<file path="src/design/dfrp_pkg.sv">
package dfrp_pkg;

  localparam int RING_BYTES      = 524288;
  localparam int RING_AW         = $clog2(RING_BYTES);
  localparam int RING_GUARD      = 2;
  localparam int FIFO_DEPTH      = 1024;
  localparam int FIFO_AW         = $clog2(FIFO_DEPTH);
  localparam int MAX_CHUNK_BYTES = 128;
  localparam int MAX_WRITES      = MAX_CHUNK_BYTES / 2;
  localparam int WR_W            = $clog2(MAX_WRITES + 1);
  localparam int SAMPLE_W        = 16;
  localparam int CFG_LEN_W       = 20;
  localparam int CALC_W          = RING_AW + 2;
  localparam int STEP_W          = 32;
  localparam int FRAC_W          = 16;
  localparam int WANT_W          = STEP_W - FRAC_W;
  localparam int QUEUE_DEPTH     = 4;
  localparam int QUEUE_AW        = $clog2(QUEUE_DEPTH);
  localparam int ADDR_W          = 4;
  localparam int DATA_W          = 32;
  localparam int REG_IDX_W       = 2;

  localparam logic [FIFO_AW-1:0] FIFO_MAX  = FIFO_AW'(FIFO_DEPTH - 1);
  localparam logic [CALC_W-1:0]  SPACE_LIM = CALC_W'(RING_BYTES - RING_GUARD);

  localparam logic                 RST_ENABLE = 1'b0;
  localparam logic [CFG_LEN_W-1:0] RST_TARGET = CFG_LEN_W'(1024);
  localparam logic [CFG_LEN_W-1:0] RST_MAX    = CFG_LEN_W'(1536);
  localparam logic [STEP_W-1:0]    RST_STEP   = STEP_W'(185759);

  localparam logic [REG_IDX_W-1:0] REG_ENABLE = 2'd0;
  localparam logic [REG_IDX_W-1:0] REG_TARGET = 2'd1;
  localparam logic [REG_IDX_W-1:0] REG_MAX    = 2'd2;
  localparam logic [REG_IDX_W-1:0] REG_STEP   = 2'd3;

  localparam logic CMD_PUSH = 1'b0;
  localparam logic CMD_PUMP = 1'b1;

  typedef enum logic {
    JOB_PUSH,
    JOB_PUMP
  } job_kind_t;

  typedef enum logic [1:0] {
    ST_IDLE,
    ST_CLAMP,
    ST_SIZE,
    ST_RUN
  } state_t;

  typedef struct packed {
    logic                       command;
    logic signed [SAMPLE_W-1:0] sample_in;
    logic [RING_AW-1:0]         read_pos;
  } item_t;

  typedef struct packed {
    logic [RING_AW-1:0]         ring_addr;
    logic signed [SAMPLE_W-1:0] sample_out;
    logic                       last;
    logic [RING_AW-1:0]         write_pos;
  } result_t;

  typedef struct packed {
    job_kind_t                  kind;
    logic signed [SAMPLE_W-1:0] sample_in;
    logic [RING_AW-1:0]         read_pos;
  } job_t;

  typedef struct packed {
    logic                 enable;
    logic [CFG_LEN_W-1:0] target_bytes;
    logic [CFG_LEN_W-1:0] max_bytes;
    logic [STEP_W-1:0]    resample_step;
  } cfg_t;

  // byte count halved, capped at the chunk limit in writes
  function automatic logic [WR_W-1:0] sat_half(input logic [CALC_W-1:0] v);
    logic [CALC_W-1:0] h;
    h = v >> 1;
    if (h > CALC_W'(MAX_WRITES)) begin
      return WR_W'(MAX_WRITES);
    end else begin
      return h[WR_W-1:0];
    end
  endfunction

endpackage

</file>
<file path="src/design/dfrp_front.sv">
module dfrp_front (
  input  logic             clk,
  input  logic             rst,
  input  dfrp_pkg::cfg_t   cfg,
  input  logic             item_valid,
  output logic             item_ready,
  input  dfrp_pkg::item_t  item,
  output logic             job_valid,
  input  logic             job_ready,
  output dfrp_pkg::job_t   job
);

  logic           held;
  logic           held_next;
  dfrp_pkg::job_t job_next;
  logic           take;
  logic           keep;

  assign item_ready = !held || job_ready;
  assign job_valid  = held;
  assign take       = item_valid && item_ready;
  // disabled pumps do nothing, drop them here
  assign keep       = (item.command == dfrp_pkg::CMD_PUSH) || cfg.enable;

  always_comb begin
    held_next = held;
    job_next  = job;
    if (held && job_ready) begin
      held_next = 1'b0;
    end
    if (take && keep) begin
      held_next          = 1'b1;
      job_next.kind      = (item.command == dfrp_pkg::CMD_PUSH) ? dfrp_pkg::JOB_PUSH
                                                                : dfrp_pkg::JOB_PUMP;
      job_next.sample_in = item.sample_in;
      job_next.read_pos  = item.read_pos;
    end
  end

  always_ff @(posedge clk) begin
    if (rst) begin
      held <= 1'b0;
    end else begin
      held <= held_next;
    end
  end

  always_ff @(posedge clk) begin
    job <= job_next;
  end

endmodule

</file>
<file path="config.mk">
export PLATFORM = sky130hd
export DESIGN_NAME = dfrp_front
export DESIGN_NICKNAME = d
export VERILOG_FILES = /design/src/design/dfrp_pkg.sv /design/src/design/dfrp_front.sv
export SDC_FILE = /design/constraint.sdc
export NUM_CORES = 1
export LEC_CHECK = 0
export ABC_CLOCK_PERIOD_IN_PS = 2300
export BUFFER_PORTS_ARGS = -buffer_cell sky130_fd_sc_hd__buf_2
export CAP_MARGIN = 5
export CORE_ASPECT_RATIO = 1.1
export CORE_UTILIZATION = 30
export DETAILED_ROUTE_END_ITERATION = 10
export PLACE_DENSITY = 0.85
export SETUP_SLACK_MARGIN = 0.4
export SLEW_MARGIN = 10
export SYNTH_ARGS = -nofsm -noshare
export SYNTH_HDL_FRONTEND = slang
export SYNTH_SLANG_ARGS = --single-unit
</file>
<file path="constraint.sdc">
create_clock -name clk -period 2.3 [get_ports clk]
set_clock_uncertainty 0.15 [all_clocks]
set_input_delay 0.46 -clock clk [delete_from_list [all_inputs] [get_ports clk]]
set_output_delay 0.46 -clock clk [all_outputs]
set_load 0.1 [all_outputs]
</file>
==> run metrics <==
outcome=finished clean; diodes inserted=0; RSZ-0062 raised after global routing=no; Port Buffer Count=78; maximum VDD drop=0.4423 mV; Startpoint Class=register; Setup Buffers After CTS=0; hold_buf cts=0; # IOs=151; final worst slack=0.5956 ns; Worst Hold Class=in2reg; Leak=0.7205 nW; Site Rows=23; largest net degree at the start of global routing=37; DP Cell Count=170; GRT Overall Usage=0.09608; dpl cell area=0.001600 sq mm; Rel. slew slack=0.6542; slowest stage delay, CP=0.42 ns; most common cell in the synthesized netlist=edfxtp_1; setup TNS=0 ns; Syn Nets=155; Critical Path RT=1.69 ns; final setup violation count=0; post_cts resized=0; Final Hold Viols=0; Final Power=1.598 mW; Setup CP Type=reg2out; number of enable flip-flop cells after synthesis=36; fin cells=178; GRT overflow=0; initial antenna violation count=0; Yosys reg bits=37; Post-Syn Area=0.001135 sq mm; crit path time final=1.704 ns; Area growth syn-to-layout=48.95%; Max Clock Freq=586.7 MHz; top cell type's share of synthesized area=0.9526; number of global-route vias before repair=645; largest cells by area after synthesis=edfxtp_1, dfxtp_1, nand2b_1; # nets final=240; Final Max Tran Viols=0; worst-path cell chain=nand2b_4, buf_2; syn avg cell area=27.02 sq um; drt wl/cell=10.53 microns; cells after synthesis=42; hold depth=1; Num CTS Buffers=5; pre-CTS setup slack=0.4166 ns; ys flop type=edfxtp_1; full die area=0.004033 sq mm; clk sinks=37; Tcrit/Tclk final=0.7411; CP endpoint kind=primary output; CTS clk-pin slew, worst paths=0.06 ns; CTS root buf=clkbuf_8; ys async rst share=0; # DRC=0; Initial Util=0.3130; largest area contributor in the netlist=edfxtp_1; die extent in x=60.64 microns; Critical-path top delay cell=buf_2; maximum root-to-sink buffer count=2; max_cap viols=0; H-tree levels=2; Final ANT Viol Nets=0; clock latency on the worst-skew pair=0.28 ns; Reg2Reg Depth=2; Worst-Margin Slew=0.5187 ns; Synth Warn #=0; drt pass-1 iters=4; drt total wl=1874 microns; first-pass GRT wire length=2484 microns; CTS tree=done; Core Region=0.003626 sq mm; Via density=3.938; register area share after synthesis=0.9702; Max FO, Critical Path=3; Critical Path AT=1.09 ns; distinct cell type count after synthesis=6; most common library cells after synthesis=edfxtp_1, nand2b_1; share of layout cells above drive strength 1=0.6797; Placer Congestion=0.6637; DRT iter0 DRCs=12; die span in y=66.51 microns; finished layout cell area=0.001690 sq mm; detailed-route via count=701; Pwr Density=945.4 mW/mm^2
==> logic make-up after synthesis <==
logic type / Yosys count / share of synthesized area
flops: 37 / 0.9702
compound gates: 1 / 0.005516
simple gates: 4 / 0.02426
==> where the power goes <==
part           leakage [nW]  switching, mW  internal [mW]  total (mW)
clock                0.0455          0.193          0.244       0.437
combinational         0.324          0.313         0.0523       0.366
sequential            0.351        0.00817          0.788       0.796
==> cell usage in the layout (no fill, tap or decap) <==
| master | instances |
|---|---|
| clkbuf_1 | 2 |
| nand2b_1 | 1 |
| nor2b_1 | 1 |
| dfxtp_2 | 1 |
| nand2b_4 | 1 |
| edfxtp_1 | 36 |
| o22ai_1 | 1 |
| clkbuf_8 | 6 |
| buf_2 | 78 |
| and3b_4 | 1 |
==> per-layer routing <==
| layer | vias up | part of all wire | track usage |
|---|---|---|---|
| met5 | - | 0 | 0 |
| met3 | 5 | 0.18 | 0.08738 |
| met4 | 0 | 0.023 | 0.05966 |
| li1 | 335 | - | - |
| met2 | 66 | 0.43 | 0.1470 |
| met1 | 295 | 0.36 | 0.07868 |
==> worst max-delay path, delay by kind of cell (launching register included) <==
family / cells / cell delay, ns
buffers and inverters: 1 / 0.42
flip-flops: 1 / 0.33
AND/OR/NAND/NOR: 1 / 0.07
==> metrics by stage <==
stage | util | hold slack [ns]
3_3_place_gp | 0.4413 | 0.3441
2_1_floorplan | - | 0.4089
4_1_cts | 0.4662 | 0.1877
3_5_place_dp | 0.4413 | 0.3427
6_report | 0.4662 | 0.2046
5_1_grt | 0.4662 | 0.1784
==> final cells by class <==
cell class              instances  area [sq um]
fillers                       341          1936
flip-flops and latches         37          1102
repair buffers                 78         390.4
clock buffers                   8         90.09
well taps                      50         62.56
multi-input cells               5         45.04
==> worst paths after layout <==
path,start,to,slack [ns]
setup reg to reg,job_valid,job[5],0.84
setup / recovery,job_valid,item_ready,0.60
hold / removal,item[18],job[18],0.20
hold reg to reg,job_valid,job_valid,0.35
==> sequential cells by signal (all words and copies together) (netlist names) <==
name       count
job           36
job_valid      1
Power figures use the tool's default switching activity.
