<file path="src/design/dfrp_pkg.sv">
package dfrp_pkg;

  localparam int RING_BYTES      = 524288;
  localparam int RING_AW         = $clog2(RING_BYTES);
  localparam int RING_GUARD      = 2;
  localparam int FIFO_DEPTH      = 1024;
  localparam int FIFO_AW         = $clog2(FIFO_DEPTH);
  localparam int MAX_CHUNK_BYTES = 128;
  localparam int MAX_WRITES      = MAX_CHUNK_BYTES / 2;
  localparam int WR_W            = $clog2(MAX_WRITES + 1);
  localparam int SAMPLE_W        = 16;
  localparam int CFG_LEN_W       = 20;
  localparam int CALC_W          = RING_AW + 2;
  localparam int STEP_W          = 32;
  localparam int FRAC_W          = 16;
  localparam int WANT_W          = STEP_W - FRAC_W;
  localparam int QUEUE_DEPTH     = 4;
  localparam int QUEUE_AW        = $clog2(QUEUE_DEPTH);
  localparam int ADDR_W          = 4;
  localparam int DATA_W          = 32;
  localparam int REG_IDX_W       = 2;

  localparam logic [FIFO_AW-1:0] FIFO_MAX  = FIFO_AW'(FIFO_DEPTH - 1);
  localparam logic [CALC_W-1:0]  SPACE_LIM = CALC_W'(RING_BYTES - RING_GUARD);

  localparam logic                 RST_ENABLE = 1'b0;
  localparam logic [CFG_LEN_W-1:0] RST_TARGET = CFG_LEN_W'(1024);
  localparam logic [CFG_LEN_W-1:0] RST_MAX    = CFG_LEN_W'(1536);
  localparam logic [STEP_W-1:0]    RST_STEP   = STEP_W'(185759);

  localparam logic [REG_IDX_W-1:0] REG_ENABLE = 2'd0;
  localparam logic [REG_IDX_W-1:0] REG_TARGET = 2'd1;
  localparam logic [REG_IDX_W-1:0] REG_MAX    = 2'd2;
  localparam logic [REG_IDX_W-1:0] REG_STEP   = 2'd3;

  localparam logic CMD_PUSH = 1'b0;
  localparam logic CMD_PUMP = 1'b1;

  typedef enum logic {
    JOB_PUSH,
    JOB_PUMP
  } job_kind_t;

  typedef enum logic [1:0] {
    ST_IDLE,
    ST_CLAMP,
    ST_SIZE,
    ST_RUN
  } state_t;

  typedef struct packed {
    logic                       command;
    logic signed [SAMPLE_W-1:0] sample_in;
    logic [RING_AW-1:0]         read_pos;
  } item_t;

  typedef struct packed {
    logic [RING_AW-1:0]         ring_addr;
    logic signed [SAMPLE_W-1:0] sample_out;
    logic                       last;
    logic [RING_AW-1:0]         write_pos;
  } result_t;

  typedef struct packed {
    job_kind_t                  kind;
    logic signed [SAMPLE_W-1:0] sample_in;
    logic [RING_AW-1:0]         read_pos;
  } job_t;

  typedef struct packed {
    logic                 enable;
    logic [CFG_LEN_W-1:0] target_bytes;
    logic [CFG_LEN_W-1:0] max_bytes;
    logic [STEP_W-1:0]    resample_step;
  } cfg_t;

  // byte count halved, capped at the chunk limit in writes
  function automatic logic [WR_W-1:0] sat_half(input logic [CALC_W-1:0] v);
    logic [CALC_W-1:0] h;
    h = v >> 1;
    if (h > CALC_W'(MAX_WRITES)) begin
      return WR_W'(MAX_WRITES);
    end else begin
      return h[WR_W-1:0];
    end
  endfunction

endpackage

</file>
<file path="src/design/dfrp_queue.sv">
module dfrp_queue (
  input  logic           clk,
  input  logic           rst,
  input  logic           push_valid,
  output logic           push_ready,
  input  dfrp_pkg::job_t push_job,
  output logic           pop_valid,
  input  logic           pop_ready,
  output dfrp_pkg::job_t pop_job
);

  dfrp_pkg::job_t                  slots [dfrp_pkg::QUEUE_DEPTH];
  logic [dfrp_pkg::QUEUE_AW-1:0]   wptr;
  logic [dfrp_pkg::QUEUE_AW-1:0]   rptr;
  logic [dfrp_pkg::QUEUE_AW:0]     fill;
  logic                            do_push;
  logic                            do_pop;

  assign push_ready = (fill != (dfrp_pkg::QUEUE_AW + 1)'(dfrp_pkg::QUEUE_DEPTH));
  assign pop_valid  = (fill != '0);
  assign pop_job    = slots[rptr];
  assign do_push    = push_valid && push_ready;
  assign do_pop     = pop_valid && pop_ready;

  always_ff @(posedge clk) begin
    if (rst) begin
      wptr <= '0;
      rptr <= '0;
      fill <= '0;
    end else begin
      if (do_push) begin
        wptr <= wptr + 1'b1;
      end
      if (do_pop) begin
        rptr <= rptr + 1'b1;
      end
      if (do_push && !do_pop) begin
        fill <= fill + 1'b1;
      end else if (do_pop && !do_push) begin
        fill <= fill - 1'b1;
      end
    end
  end

  always_ff @(posedge clk) begin
    if (do_push) begin
      slots[wptr] <= push_job;
    end
  end

endmodule

</file>
<file path="config.mk">
export PLATFORM = sky130hd
export DESIGN_NAME = dfrp_queue
export DESIGN_NICKNAME = d
export VERILOG_FILES = /design/src/design/dfrp_pkg.sv /design/src/design/dfrp_queue.sv
export SDC_FILE = /design/constraint.sdc
export NUM_CORES = 1
export LEC_CHECK = 0
export BUFFER_PORTS_ARGS = -buffer_cell sky130_fd_sc_hd__buf_2
export CAP_MARGIN = 20
export CORE_MARGIN = 3
export CORE_UTILIZATION = 50
export CTS_CLUSTER_DIAMETER = 30
export CTS_CLUSTER_SIZE = 8
export DETAILED_ROUTE_END_ITERATION = 10
export GPL_ROUTABILITY_DRIVEN = 0
export PLACE_DENSITY = 0.74
export SYNTH_ARGS = -nofsm -noshare
export SYNTH_HDL_FRONTEND = slang
export SYNTH_SLANG_ARGS = --single-unit
</file>
<file path="constraint.sdc">
create_clock -name clk -period 4 [get_ports clk]
set_clock_uncertainty 0.1 [all_clocks]
set_input_delay 0.8 -clock clk [delete_from_list [all_inputs] [get_ports clk]]
set_output_delay 0.8 -clock clk [all_outputs]
set_load 0.005 [all_outputs]
</file>
==> results.yml, run 1 <==
status:
  status: "finished, final reports clean"
layout:
  syn2layout_area_growth_pct: 18.7
  layout_common_cells: "edfxtp_1, buf_2, mux4_2"
  n_antenna_cell: 0
  multiInputGateArea_um2: 1110
  final_common_cell: "edfxtp_1"
  nets: 370
  nFillCells: 779
  finalNonFillerCells: 477
  drive_gt1_frac: 0.433
  final-seq-area_um2: 4510
pwr:
  pwr-share-seq: 0.466
  leakagePower_nw: 2.34
  p_comb_frac: 0.192
  max-vdd-ir-drop_v: 0.000377
  swShare: 0.237
  clock_power_share: 0.342
  p_switching_mw: 1.04
  powerDensity_nw_per_um2: 650
  cell_internal_pwr_mw: 3.37
floorplan:
  fp.dieW_um: 113
  initial_core_util: 0.520
  rows: 38
  core_um2: 11000
  dieHeight_um: 113
  ios: 78
  die-area_um2: 12700
hold_path:
  hold_end: "wptr[1]"
  hp-start: "wptr[1]"
  hold_class: "reg -> reg"
  holdPathStages: 2
setup_path:
  cp-end-kind: "output port"
  rr_startpoint: "fill[0]"
  regToRegEndpoint: "fill[2]"
  critical_path_class: "reg -> out"
  required_ps: 3100
  cp.arrival_ps: 2000
  r2r_setup_slack_ps: 1650
  cp_max_fo: 30
  start_kind: "flip-flop"
  r2r_cells: 8
clock_network:
  cts_hold_buffers: 0
  post_cts_buffers: 0
  cts-resized-gates: 0
  clk_pin_slew_ps: 60
  cts_max_path_buffers: 2
  cts_sinks: 153
  root_buffer: "clkbuf_16"
  cts_tree: "built"
  insertion_delay_ps: 410
  htreeDepth: 4
  numCtsBuffers: 17
sta:
  final.period_utilization: 0.725
  hold_violations: 0
  fin_setup_tns_ps: 0
  slew_violations: 0
  rsz0062_at_grt: "false"
  worst_slew_pin_slew_ps: 993
  relSlewSlack: 0.338
  holdWs_ps: 422
  setup_viol: 0
  layout_setup_ws_ps: 1100
  period_needed_ps: 2900
  max_freq_mhz: 345
global_routing:
  grt_usage: 0.160
  grt_max_degree: 37
  grt_pass1_wl_mm: 14.7
  grt_pass1_vias: 2782
  grt_overflow: 0
  antenna_found_initial: 0
place:
  portBuffers: 77
  dpl.hpwl_mm: 5.27
  pre_cts_ws_ps: 1360
  placed_cells: 445
routing:
  drt-initial-drc-count: 149
  via_per_inst: 5.33
  dr_total_vias: 2543
  post_drt_wl_per_cell_um: 19.2
  detail-route-antenna-nets: 0
  totalWireLength_mm: 9.17
  dr.pass1.iters: 4
  route.detailed.drc: 0
synth:
  ys_types: 25
  synth-edff-count: 144
  synth_ff_type: "edfxtp_1"
  yosys_warnings: 0
  async_flop_share: 0
  yosysSeqAreaShare: 0.788
  syn_nets: 282
  synth-seq-cells: 153
  synth_cells: 236
  syn_area_um2: 5710
  avgSynthCellArea_um2: 24.2
flow_run:
  drv_cap: 0
==> worst max-delay path, stage by stage, from the launching register on <==
cell and delay [ps]:
dfxtp_2 500, buf_12 300, mux4_1 620, buf_2 150
==> sequential cells by signal, summed over array words and instances (netlist names), named ones only <==
signal,flops
slots,144
fill,3
rptr,2
wptr,2
==> power groups by stage <==
stage                     sequential [mW]  clock, mW  combinational [mW]
after detailed placement             2.09          0               0.872
after floorplan                      2.02          0               0.645
final                                2.06       1.51               0.848
after global placement               2.08          0               0.866
after CTS                            2.06       1.54               0.877
after global routing                 2.08       1.62               0.942
==> how the worst max path moves through the flow <==
stage,from,endpoint,slack [ps],depth (start not counted)
finish,flip-flop,pop_job[35],1100,3
global route,flip-flop,pop_job[35],970,3
CTS,flip-flop,pop_job[35],1040,3
detailed placement,push_valid,fill[2],1360,8
global placement,push_valid,fill[2],1430,8
floorplan,push_valid,slots[0][0],1520,2
==> metal layers <==
metal	vias up	GRT usage	routed length, µm
li1	1172	-	-
met1	1297	0.197	3900
met2	70	0.251	4710
met3	4	0.0727	510
met4	0	0.0577	53
met5	-	0	0
==> cells in the mapped netlist, types with 2 or more instances <==
cell type  number  area [µm²]
and2_1          4        25.0
buf_12          3        60.1
buf_2           3        15.0
dfxtp_1         9         180
edfxtp_1      144        4320
ha_1            5        62.6
inv_1           3        11.3
mux2i_1         2        20.0
mux4_1          6         158
mux4_2         30         676
nand2b_1        2        12.5
nor2_1          8        30.0
or3_1           2        12.5
xor2_1          4        35.0
==> metrics by stage <==
stage          instance area [µm²]   util  power [mW]
3_3_place_gp                  6210  0.565        2.95
6_report                      6790  0.618        4.41
5_1_grt                       6790  0.618        4.64
4_1_cts                       6790  0.618        4.48
2_1_floorplan                 5710      -        2.67
3_5_place_dp                  6210  0.565        2.96
==> final cells by class <==
class | count | share of cell area
sequential | 153 | 0.664
multi-input combinational | 71 | 0.163
clock buffer | 24 | 0.0754
timing repair buffer | 78 | 0.0597
tap | 140 | 0.0258
clock inverter | 8 | 0.00977
inverter | 3 | 0.00166
==> kinds of logic (layout without fill, tap and decap cells) <==
group,after synthesis,count (layout),synth area share
fa+ha+maj,6,6,0.0145
flops,153,153,0.788
xor+xnor,4,4,0.00613
mux,39,39,0.151
compound gates,5,5,0.00657
buf+inv,12,113,0.0186
simple gates,17,17,0.0147
(Power assumes the default switching activity.)
==> run 2, diff against run 1 <==
--- a/config.mk
+++ b/config.mk
@@ -5,6 +5,7 @@
 export SDC_FILE = /design/constraint.sdc
 export NUM_CORES = 1
 export LEC_CHECK = 0
+export ABC_AREA = 1
 export BUFFER_PORTS_ARGS = -buffer_cell sky130_fd_sc_hd__buf_2
 export CAP_MARGIN = 20
 export CORE_MARGIN = 3
@@ -13,7 +14,7 @@
 export CTS_CLUSTER_SIZE = 8
 export DETAILED_ROUTE_END_ITERATION = 10
 export GPL_ROUTABILITY_DRIVEN = 0
-export PLACE_DENSITY = 0.74
+export PLACE_DENSITY = 0.76
 export SYNTH_ARGS = -nofsm -noshare
 export SYNTH_HDL_FRONTEND = slang
 export SYNTH_SLANG_ARGS = --single-unit
==> constraint.sdc (replaced) <==
create_clock -name clk -period 2.5 [get_ports clk]
set_clock_uncertainty 0.1 [all_clocks]
set_input_delay 0.5 -clock clk [delete_from_list [all_inputs] [get_ports clk]]
set_output_delay 0.5 -clock clk [all_outputs]
set_load 0.005 [all_outputs]
==> run 2 against run 1 <==
- first-iteration DRC count grew 56%
- critical path depth grew 1
- core utilization shrank 0.42 points
- synthesized cell count grew 76%
- flip-flop and latch count is the same
- power grew 71%
- count of clock-buffer cells in the layout shrank 7
- final cell count grew 38%
- die area grew 3.0%
- design area grew 3.7%
- wire length grew 28%
- worst hold slack lost 230 ps
==> results.yml, run 2 <==
synth:
  synth_area_leaders: "edfxtp_1, nor2_1, o22ai_1, dfxtp_1, o21ai_1"
  synth-seq-cells: 153
  synth-edff-count: 144
  ys_types: 24
  synth_top_area_share: 0.733
  syn_nets: 462
  yosysSeqAreaShare: 0.764
  syn_area_um2: 5900
  synth_ff_type: "edfxtp_1"
  synth_area_leader_cell: "edfxtp_1"
  synth_cells: 416
  yosys_warnings: 0
  async_flop_share: 0
  synthTopCellsByCount: "edfxtp_1, nor2_1, o21ai_1, o22ai_1, o21ai_0"
  synth_most_common_cell: "edfxtp_1"
  avgSynthCellArea_um2: 14.2
routing:
  dr.pass1.iters: 4
  dr_total_vias: 3602
  detail-route-antenna-nets: 0
  via_per_inst: 5.48
  drt-initial-drc-count: 233
  totalWireLength_mm: 11.7
  post_drt_wl_per_cell_um: 17.8
  route.detailed.drc: 0
layout:
  top_regs: "slots (144), fill (3)"
  layout_common_cells: "edfxtp_1, nor2_1, buf_2"
  largest-register: "slots"
  syn2layout_area_growth_pct: 19.3
  finalNonFillerCells: 657
  nets: 547
  largest_reg_flops: 144
  drive_gt1_frac: 0.259
  final_common_cell: "edfxtp_1"
  n_antenna_cell: 0
  nFillCells: 835
status:
  status: "finished, final reports clean"
sta:
  rsz0062_at_grt: "false"
  max_freq_mhz: 433
  hold_violations: 0
  relSlewSlack: 0.713
  setup_viol: 0
  worst_slew_pin_slew_ps: 430
  slew_violations: 0
  final.period_utilization: 0.923
  period_needed_ps: 2310
setup_path:
  cp-end-kind: "output port"
  cp_max_fo: 52
  cp_slowest_cell: "dfxtp_2"
  required_ps: 1900
  slowest_delay_ps: 470
  path_delay_family: "flip-flops"
  start_kind: "flip-flop"
  worstPathCellList: "buf_12 > o21ai_0 > o22ai_1 > buf_2"
  path_buf_inv: 2
  critical_path_class: "reg -> out"
  cp.arrival_ps: 1710
clock_network:
  post_cts_buffers: 0
  cts-resized-gates: 0
  numCtsBuffers: 17
  cts_max_path_buffers: 2
  cts_sinks: 153
  htreeDepth: 4
  cts_hold_buffers: 0
  insertion_delay_ps: 420
  clk_pin_slew_ps: 60
  cts_tree: "built"
  root_buffer: "clkbuf_16"
pwr:
  p_total_mw: 7.54
  max-vdd-ir-drop_v: 0.000648
  powerDensity_nw_per_um2: 1070
  leakagePower_nw: 2.54
floorplan:
  fp.dieW_um: 115
  initial_core_util: 0.514
  dieHeight_um: 115
  core_um2: 11500
  die-area_um2: 13100
  ios: 78
  rows: 39
global_routing:
  grt_pass1_vias: 3713
  grt_overflow: 0
  antenna_found_initial: 1
  grt_usage: 0.185
  grt_max_degree: 73
  grt_pass1_wl_mm: 18.2
place:
  portBuffers: 77
  dpl.hpwl_mm: 6.83
  placed_cells: 625
flow_run:
  drv_cap: 0
hold_path:
  hold_class: "in -> reg"
run 2: cell count changes after synthesis, moves of 6 or more:
cell     change
o22ai_1     +36
o21ai_0     +34
mux4_2      -30
o21ai_1     +36
mux4_1       -6
nor2_1      +77
inv_1       +10
nand2_1     +12
buf_6       +12
run 2: worst paths after layout:
| check | startpoint | end | slack (ps) | depth (start not counted) |
|---|---|---|---|---|
| hold reg to reg | wptr[1] | wptr[1] | 440 | 2 |
| hold / removal | push_job[12] | slots[3][12] | 190 | 1 |
| setup reg to reg | fill[1] | fill[2] | 380 | 13 |
| setup / recovery | flip-flop | pop_job[30] | 190 | 4 |
run 2: routing by layer:
| layer | vias up | track usage | share of wire | wire, µm |
|---|---|---|---|---|
| li1 | 1699 | - | - | - |
| met1 | 1812 | 0.208 | 0.39 | 4600 |
| met2 | 81 | 0.326 | 0.55 | 6470 |
| met3 | 8 | 0.0608 | 0.047 | 547 |
| met4 | 2 | 0.0697 | 0.0083 | 97 |
| met5 | - | 0 | 0.0011 | 13 |
run 2: power breakdown:
part	switching (mW)	total [mW]	internal, mW
Clock	1.03	2.73	1.70
Sequential	0.109	3.23	3.12
Combinational	1.00	1.59	0.588
run 2: layout make-up:
type | count | area (µm²) | share of cell area
tap | 143 | 179 | 0.0254
inverter | 16 | 70.1 | 0.00996
clock inverter | 15 | 215 | 0.0306
multi-input combinational | 225 | 1150 | 0.163
clock buffer | 17 | 425 | 0.0605
sequential | 153 | 4510 | 0.640
timing repair buffer | 88 | 493 | 0.0701
run 2: cells by family after synthesis:
family / count (synthesis) / share of synthesized area
xor+xnor: 1 / 0.00149
fa+ha+maj: 6 / 0.0140
simple gates: 106 / 0.0702
buf+inv: 38 / 0.0467
flops: 153 / 0.764
compound gates: 112 / 0.104
run 2: through the flow:
step                       util  area (µm²)  setup TNS, ps  hold slack [ps]  setup WS, ps
final                     0.614        7040              0              194           193
after global routing      0.614        7040              0              185           101
after CTS                 0.614        7040              0              179          52.5
after detailed placement  0.558        6390              0              398           395
after global placement    0.558        6390              0              379           497
after floorplan               -        5900         -31540              359          -219
run 2: worst register-to-register path, delay by kind of cell (launching register included):
kind / cells / cell delay (ps)
DFF: 1 / 400
adders and majority gates: 2 / 570
and+or+nand+nor: 8 / 670
buffers and inverters: 3 / 270
